`src/rtl/zcmd_div.sv`:
```
// Restoring divider, one quotient bit per cycle.
module zcmd_div #(
   parameter int NUM_W = 64,
   parameter int DEN_W = 48
) (
   input  logic             clock,
   input  logic             reset,
   input  logic             start,
   input  logic [NUM_W-1:0] num,
   input  logic [DEN_W-1:0] den,
   output logic             busy,
   output logic [NUM_W-1:0] quo
);
   localparam int CNT_W = $clog2(NUM_W + 1);

   logic [NUM_W-1:0] q_ff, q_in;
   logic [DEN_W:0]   r_ff, r_in;
   logic [CNT_W-1:0] cnt_ff, cnt_in;
   logic [DEN_W:0]   trial;

   always_comb begin
      q_in   = q_ff;
      r_in   = r_ff;
      cnt_in = cnt_ff;
      trial  = {r_ff[DEN_W-1:0], q_ff[NUM_W-1]};
      if (start) begin
         q_in   = num;
         r_in   = '0;
         cnt_in = CNT_W'(NUM_W);
      end else if (cnt_ff != '0) begin
         cnt_in = cnt_ff - 1'b1;
         if (trial >= {1'b0, den}) begin
            r_in = trial - {1'b0, den};
            q_in = {q_ff[NUM_W-2:0], 1'b1};
         end else begin
            r_in = trial;
            q_in = {q_ff[NUM_W-2:0], 1'b0};
         end
      end
   end

   always_ff @(posedge clock) begin
      if (reset) begin
         cnt_ff <= '0;
      end else begin
         cnt_ff <= cnt_in;
      end
      q_ff <= q_in;
      r_ff <= r_in;
   end

   assign busy = (cnt_ff != '0);
   assign quo  = q_ff;
endmodule

```
`config.mk`:
```
export PLATFORM = sky130hd
export DESIGN_NAME = zcmd_div
export DESIGN_NICKNAME = d
export VERILOG_FILES = /design/src/rtl/zcmd_div.sv
export SDC_FILE = /design/constraint.sdc
export NUM_CORES = 1
export LEC_CHECK = 0
export BUFFER_PORTS_ARGS = -buffer_cell sky130_fd_sc_hd__buf_4
export CAP_MARGIN = 20
export CORE_UTILIZATION = 50
export CTS_BUF_LIST = sky130_fd_sc_hd__clkbuf_4 sky130_fd_sc_hd__clkbuf_8 sky130_fd_sc_hd__clkbuf_16
export DETAILED_ROUTE_END_ITERATION = 8
export GPL_TIMING_DRIVEN = 0
export PLACE_DENSITY = 0.86
export SYNTH_ARGS = -nofsm -noshare
export SYNTH_HDL_FRONTEND = slang
export SYNTH_SLANG_ARGS = --single-unit
```
`constraint.sdc`:
```
create_clock -name clock -period 3.87 [get_ports clock]
set_input_delay 0.774 -clock clock [delete_from_list [all_inputs] [get_ports clock]]
set_output_delay 0.774 -clock clock [all_outputs]
set_load 0.02 [all_outputs]
```
# --- Yosys cells after proc, flatten, opt, wreduce, memory -nomap -nowiden ---
# Cells that the tools add are included.
totals:
  latch_bits: 0
  memories: 0
  mem_bits_rw: 0
  mem_bits_ro: 0
  in_bits: 115
  register_bits: 119
classes:
  n_div: 0
  n_lt_le_gt_ge: 1
  n_bitwise: 0
  mux: 6
  shift: 0
  n_reduce_logical: 3
  n_eq_ne: 0
  addsub: 2
  mul: 0
op_table:
  columns: ["operator", "n"]
  rows:
  - ["$mux W64", 2]
  - ["$ge A49 B48 Y1", 1]
  - ["$mux W48", 1]
  - ["$sub A48 B48 Y48", 1]
  - ["$mux W7", 2]
  - ["$reduce_bool A7 Y1", 1]
  - ["$sub A7 B1 Y7 const B", 1]
  - ["$reduce_bool A2 Y1", 1]
  - ["$reduce_or A2 Y1", 1]
  - ["$mux W1", 1]

# --- Depth between registers and ports, before layout ---
# Gate-level depths: netlist of run 1.
logic_depth:
  word_depth: 4
  depth_mapped: 14

# --- Least setup slack after synthesis of run 1 ---
# Ideal clock, no wire load.
synth_timing:
  path_kind: "register to register"
  start: "register cnt_ff[0]"
  end: "register q_ff[0] (netlist: quo[0]), enable pin"
  stages_incl_launch_ff: 8
  setup_ns: 0.689
  t_required_ns: 3.181
  period_less_slack_ns: 3.361
  arrival_ns: 2.672
  setup_slack_ns: 0.509
  path_cell_list: "dfxtp_1 inv_1 ha_1 nand2_1 or3_1 nor2_1 clkbuf_1 nand2_1"
synth_between:
  elab_chain_len: 2
synth_lines:
  columns: ["element", "line_no", "rtl"]
  rows:
  - ["start, declared", "18", "logic [CNT_W-1:0] cnt_ff, cnt_in;"]
  - ["start signal, assigned", "46", "cnt_ff <= cnt_in;"]
  - ["$reduce_bool A7 Y1", "30", "end else if (cnt_ff != '0) begin"]
  - ["$reduce_bool A2 Y1 (no line)", null, null]
  - ["end signal, assigned", "48", "q_ff <= q_in;"]
  - ["end, declared", "16", "logic [NUM_W-1:0] q_ff, q_in;"]
# No other way between the ends.
# A chain may end at the register's enable or synchronous reset.

# --- Final worst setup path of run 1 ---
layout_timing:
  start: "input den[5]"
  end: "register r_ff[20]"
layout_between:
  elab_chain_len: 2
  elab_cells_between_ends: 3
  classes_between: "1 x add/sub; 1 x order compare; 1 x mux"
layout_lines:
  columns: ["element", "line_no", "rtl"]
  rows:
  - ["start, declared", "10", "input logic [DEN_W-1:0] den,"]
  - ["$sub A48 B48 Y48 or $ge A49 B48 Y1 (tied branches)", "33, 32", null]
  - ["$mux W48 (*)", "32", "if (trial >= {1'b0, den}) begin"]
  - ["end signal, assigned", "49", "r_ff <= r_in;"]
  - ["end, declared", "17", "logic [DEN_W:0] r_ff, r_in;"]
# Every way passes the cells marked *; elsewhere a longest branch is shown, timed or not.

==> results of run 1 <==
metrics by stage:
step	area [um2]	TNS [ps]	instances
after floorplan	8240	0	923
after global placement	9850	-40010	1317
after detailed placement	9870	-450	1318
after CTS	10500	0	1350
after global routing	10500	0	1350
final	10500	0	1350
cell families after synthesis:
logic type                 count (synthesis)  synth area share
adders and majority gates                 50            0.0768
muxes                                     71            0.0963
buffers and inverters                    120            0.0609
and+or+nand+nor                          266             0.147
DFF                                      119             0.367
AOI/OAI and AO/OA                        266             0.219
xor gates and xnor gates                  31            0.0329
per-layer routing:
| layer | global-route usage | vias up |
|---|---|---|
| met5 | 0 | - |
| met4 | 0.160 | 0 |
| met3 | 0.0651 | 97 |
| met2 | 0.508 | 443 |
| met1 | 0.363 | 3803 |
| li1 | - | 3775 |
critical path: cells and delay by family:
family,cells,cell delay [ps]
AO/OA/AOI/OAI,5,1580
adder cells (fa/ha/maj),1,380
buffers and inverters,4,800
AND/OR/NAND/NOR,3,450
power by group through the flow:
| stage | registers, W | clock network [W] | logic, W |
|---|---|---|---|
| 3_5_place_dp | 0.00230 | 0 | 0.00499 |
| 5_1_grt | 0.00236 | 0.00167 | 0.00560 |
| 6_report | 0.00230 | 0.00161 | 0.00517 |
| 2_1_floorplan | 0.00252 | 0 | 0.00326 |
| 3_3_place_gp | 0.00229 | 0 | 0.00486 |
| 4_1_cts | 0.00229 | 0.00162 | 0.00505 |
flip-flops by register name, indices dropped and copies added, names as in the netlist:
signal	cells
r_ff	48
quo	64
cnt_ff	7
cell type report:
class                   count  area [um2]  share of cell area
clock inverters            15         156              0.0149
multi-input cells         684        4730               0.452
flip-flops and latches    119        3020               0.289
repair buffers            179        1360               0.130
well taps                 216         270              0.0258
plain buffers              56         263              0.0251
clock buffers              17         425              0.0407
inverters                  64         244              0.0233
cells in the final DEF, fill, tap and decap left out, drive strengths merged, types with 7 or more instances in the layout:
cell / count
o21a: 8
xnor2: 21
xor2: 10
nor3: 9
o21ai: 47
mux2: 66
a21o: 28
or3: 11
a21oi: 82
nand2: 101
nand3: 17
clkbuf: 48
a311oi: 24
ha: 49
o211ai: 8
nand4: 17
inv: 73
o21bai: 7
edfxtp: 64
nor2: 78
buf: 204
dfxtp: 55
a211oi: 16
worst paths after layout:
path	end	slack [ps]	cells past startpoint
min reg2reg	r_ff[1]	470	2
max reg2reg	r_ff[20]	330	11
max	r_ff[20]	200	13
min	r_ff[1]	470	2
==> impl_metrics.ini, run 1 <==
[worst_setup_path]
critical-path-max-stage-delay_ps = 500
crit_path_cell_trace = buf_4 -> inv_1 -> ha_1 -> and2_1 -> nor3b_2 -> o31a_1 -> o21ai_1 -> o31a_1 -> o41ai_1 -> buf_2 -> buf_2 -> nand2_1 -> a311oi_1
arrival_ps = 4000
required_ps = 4200
slowest_stage = o41ai_1
startpoint = den[5]
path_max_fanout = 10
reg2reg_from = r_ff[6]
critPathKind = in2reg
critPathCaptureType = register
worstSetupStartpointType = input pin

[global_routing]
grt_pass1_vias = 7640
grt_overflow = 0
grt_max_degree = 39
grt_use_total = 0.302
grt_pass1_wl_mm = 39.0
grt_antenna_before_repair = 0

[routing]
wl_met3_mm = 2.39
vias_per_cell = 6.01
drt_iter0_drc = 821
wl_per_cell_um = 19.1
highest_layer = met4
drtAntennaViolNets = 0
drc = 0
via_count = 8118
wirelength_mm = 25.8
firstDrtPassIters = 6
met2WireLength_mm = 12.4
drt-met1-wl_mm = 9.97

[clock_tree]
clk_latency_ps = 430
cts_setup_buffers = 0
root_buffer = clkbuf_16
clock_path_buffers = 2
cts_max_level = 4
cts-hold-fix-buffers = 0
tritoncts = done
clk_pin_slew_ps = 60
ctsResizeCount = 2
cts_buffers = 17
cts_sinks = 119

[run_status]
status = completed

[cells_and_area]
layout-drive-gt1-share = 0.278
fill_cells = 1280
nNetsFinal = 1286
finalCoreUtilization = 0.654
num_antenna_cells = 0
area_delta_synth_final_pct = 27.0

[logic_synthesis]
syn-num-nets = 1088
async_flop_share = 0
avgSynthCellArea_um2 = 8.93
synth_seq_cells = 119
yosysSeqAreaShare = 0.367
synth.most_common_cell = nand2_1
synthFlopType = edfxtp_1
synth_cell_types = 74
synth_common_cells = nand2_1 (101), a21oi_1 (81), nor2_1 (77), mux2_2 (65), edfxtp_1 (64)
synth_edf_count = 64
synth_top_area_share = 0.233
yosysWarningCount = 0
syn_inst = 923
synthTopCellsByArea = edfxtp_1 (23%), dfxtp_1 (13%), mux2_2 (8.9%)
synth_area_um2 = 8240
yosys.area.top_type = edfxtp_1

[sta]
drv_slew = 0
period_minus_slack_ps = 3670
clock_skew_ps = 9.83
grt_setup_unrepaired = false
worst_slew_pin_slew_ps = 861
slew-limit-headroom = 0.426
fin_hold_ws_ps = 473
fmax_mhz = 272
setup_viol = 0
setup_slack_ps = 198
finalHoldViolations = 0
period_share = 0.949

[flow_run]
drv_cap = 0

[floorplan]
die_h_um = 130
die_area_um2 = 17000
start_util = 0.515
io_pins = 180
die-width_um = 130
core_um2 = 16000
rows = 46

[worst_hold_path]
min_path_type = reg2reg
holdCritStartpoint = r_ff[1]

[power_and_ir_drop]
power.net_switching_w = 0.00423
pwr-share-clk = 0.177
leakage_nw = 4.66
power_frac_comb = 0.569
p_total_w = 0.00908
powerDensity_nw_per_um2 = 868
power_frac_seq = 0.253
ir_worst_vdd_v = 0.000533
p_int_w = 0.00485
netSwitchingFraction = 0.466

[placed_design]
place_congestion = 0.986
pre_cts_slack_ps = -110
io_buffers = 178
dp_hpwl_mm = 18.8
Power figures use the tool's default switching activity.
==> inputs of run 2 (changes only) <==
- ABC_AREA: default -> 1
- HOLD_SLACK_MARGIN: default -> 0.12
- PLACE_DENSITY: 0.86 -> 0.85
==> impl_metrics.ini, run 2 <==
[power_and_ir_drop]
leakage_nw = 6.96
powerDensity_nw_per_um2 = 633
ir_worst_vdd_v = 0.000423

[cells_and_area]
final_cell_mix = nand2_1 (758), inv_1 (320), buf_4 (183)
nNetsFinal = 2014
layout-drive-gt1-share = 0.143
largest_register_ffs = 64
final_common_cell = nand2_1
num_antenna_cells = 0
finalCoreUtilization = 0.628
area_delta_synth_final_pct = 23.4
fin_area_um2 = 12200
final_cells = 2127

[logic_synthesis]
syn_inst = 1650
synth_top_area_share = 0.288
synthFlopType = edfxtp_1
yosys.area.top_type = nand2_1
synth_area_um2 = 9870
synth.mux.area_fraction = 0
synthTopCellsByArea = nand2_1 (29%), edfxtp_1 (19%), inv_1 (12%)
synth_top_family_by_area = simple AND/OR/NAND/NOR gates
synth.most_common_cell = nand2_1
yosysSeqAreaShare = 0.306
synth_seq_cells = 119
async_flop_share = 0
syn-num-nets = 1815
synth_edf_count = 64
avgSynthCellArea_um2 = 5.98
synth-xor-area-share = 0.0248
synth_cell_types = 34
synthAdderAreaFrac = 0.0641
yosys.area_share.simple = 0.436
yosysWarningCount = 0
synth_common_cells = nand2_1 (758), inv_1 (321), nor2_1 (96), nand3_1 (93)
synth-compound-area-share = 0.0191

[worst_setup_path]
crit_path_cell_trace = inv_1 -> ha_1 -> nand2_1 -> nor3_1 -> inv_1 -> nor2_2 -> inv_1 -> nor2_1 -> buf_2 -> buf_4 -> inv_2 -> buf_12
worstSetupStartpointType = register
cpMostUsedCell = inv_1
critPathCaptureType = register
critPathKind = reg2reg
slowest_stage = nor2_1
worst-path-buf-inv = 7
r2r_slack_ps = 820
required_ps = 4040
critical-path-max-stage-delay_ps = 400
path_max_fanout = 40
path_delay_family = buffers and inverters
arrival_ps = 3230

[routing]
wirelength_mm = 30.8
vias_per_cell = 4.96
wl_per_cell_um = 14.5
drc = 0
drtAntennaViolNets = 0
drt_iter0_drc = 734
firstDrtPassIters = 5
via_count = 10558

[sta]
grt_setup_unrepaired = false
fmax_mhz = 327
setup_slack_ps = 816
finalHoldViolations = 0
clock_skew_ps = 19.9
setup-tns-final_ps = 0
setup_viol = 0
period_minus_slack_ps = 3050
slew-limit-headroom = 0.549
drv_slew = 0
worst_slew_pin_slew_ps = 676
period_share = 0.789

[placed_design]
place_congestion = 1.03
pre_cts_slack_ps = 803
post_dp_cell_area_um2 = 11600
dp_hpwl_mm = 24.7
io_buffers = 179
dp.cells = 2095

[clock_tree]
clk_latency_ps = 440
cts_setup_buffers = 0
clk_pin_slew_ps = 60
tritoncts = done
ctsResizeCount = 0
cts-hold-fix-buffers = 0
clock_path_buffers = 2
cts_sinks = 119
cts_buffers = 17
cts_max_level = 4
root_buffer = clkbuf_16

[run_status]
status = completed

[floorplan]
core_um2 = 19400
die_h_um = 143
io_pins = 180
die-width_um = 143
rows = 51
start_util = 0.509
die_area_um2 = 20300

[global_routing]
grt_use_total = 0.310
grt_max_degree = 41
grt_antenna_before_repair = 0
grt_overflow = 0
grt_pass1_vias = 9965
grt_pass1_wl_mm = 48.7

[flow_run]
drv_cap = 0

[worst_hold_path]
min_path_type = reg2reg
## run 2: cell types whose count changed in the layout (fill, tap and decap cells not counted), moves of 41 or more
cell | before | now
a21oi_1 | 81 | 28
inv_1 | 63 | 320
mux2_2 | 65 | 0
nand2_1 | 100 | 758
nand3_1 | 17 | 93
nand4_1 | 16 | 64
o21ai_0 | 43 | 2
## run 2: final cells by class
class,count,area [um2]
fillers,1874,7210
multi-input cells,1156,5370
flip-flops and latches,119,3020
repair buffers,180,1360
inverters,330,1240
clock buffers,17,425
well taps,265,332
plain buffers,45,241
clock inverters,15,191
## run 2: layer usage
| layer | share of wire | global-route usage | vias to the layer above | wire length (um) |
|---|---|---|---|---|
| met5 | 0 | 0 | - | 0 |
| met4 | 0.023 | 0.106 | 0 | 696 |
| met3 | 0.079 | 0.0612 | 51 | 2430 |
| met2 | 0.47 | 0.530 | 410 | 14600 |
| met1 | 0.42 | 0.387 | 4693 | 13100 |
| li1 | - | - | 5404 | - |
## run 2: worst min-delay path: stages, from the launching register on
cell,delay (ps)
dfxtp_1,320
nand2_1,60
nand2_1,50
## run 2: through the flow
| stage | hold slack [ps] | power [W] |
|---|---|---|
| after floorplan | 445 | 0.00472 |
| after global placement | 456 | 0.00587 |
| after detailed placement | 464 | 0.00594 |
| after CTS | 473 | 0.00767 |
| after global routing | 485 | 0.00825 |
| final | 472 | 0.00772 |
## run 2: logic make-up (layout without fill, tap and decap cells)
logic type / after synthesis / after routing
and+or+nand+nor: 1043 / 1043
buffers and inverters: 375 / 587
DFF: 119 / 119
adders and majority gates: 50 / 50
AOI/OAI and AO/OA: 35 / 35
xor gates and xnor gates: 28 / 28
## run 2: report_power, final
| group | switching, W | internal, W | total, W |
|---|---|---|---|
| Clock | 0.000683 | 0.00103 | 0.00171 |
| Sequential | 0.000274 | 0.00177 | 0.00205 |
| Combinational | 0.00255 | 0.00141 | 0.00396 |
| Total | 0.00351 | 0.00421 | 0.00772 |
## run 2: final timing paths
| check | start | end | cells past startpoint |
|---|---|---|---|
| max | cnt_ff[0] | quo[1] | 12 |
| min reg2reg | r_ff[35] | r_ff[35] | 2 |
| min | r_ff[35] | r_ff[35] | 2 |
| max reg2reg | cnt_ff[0] | quo[1] | 12 |
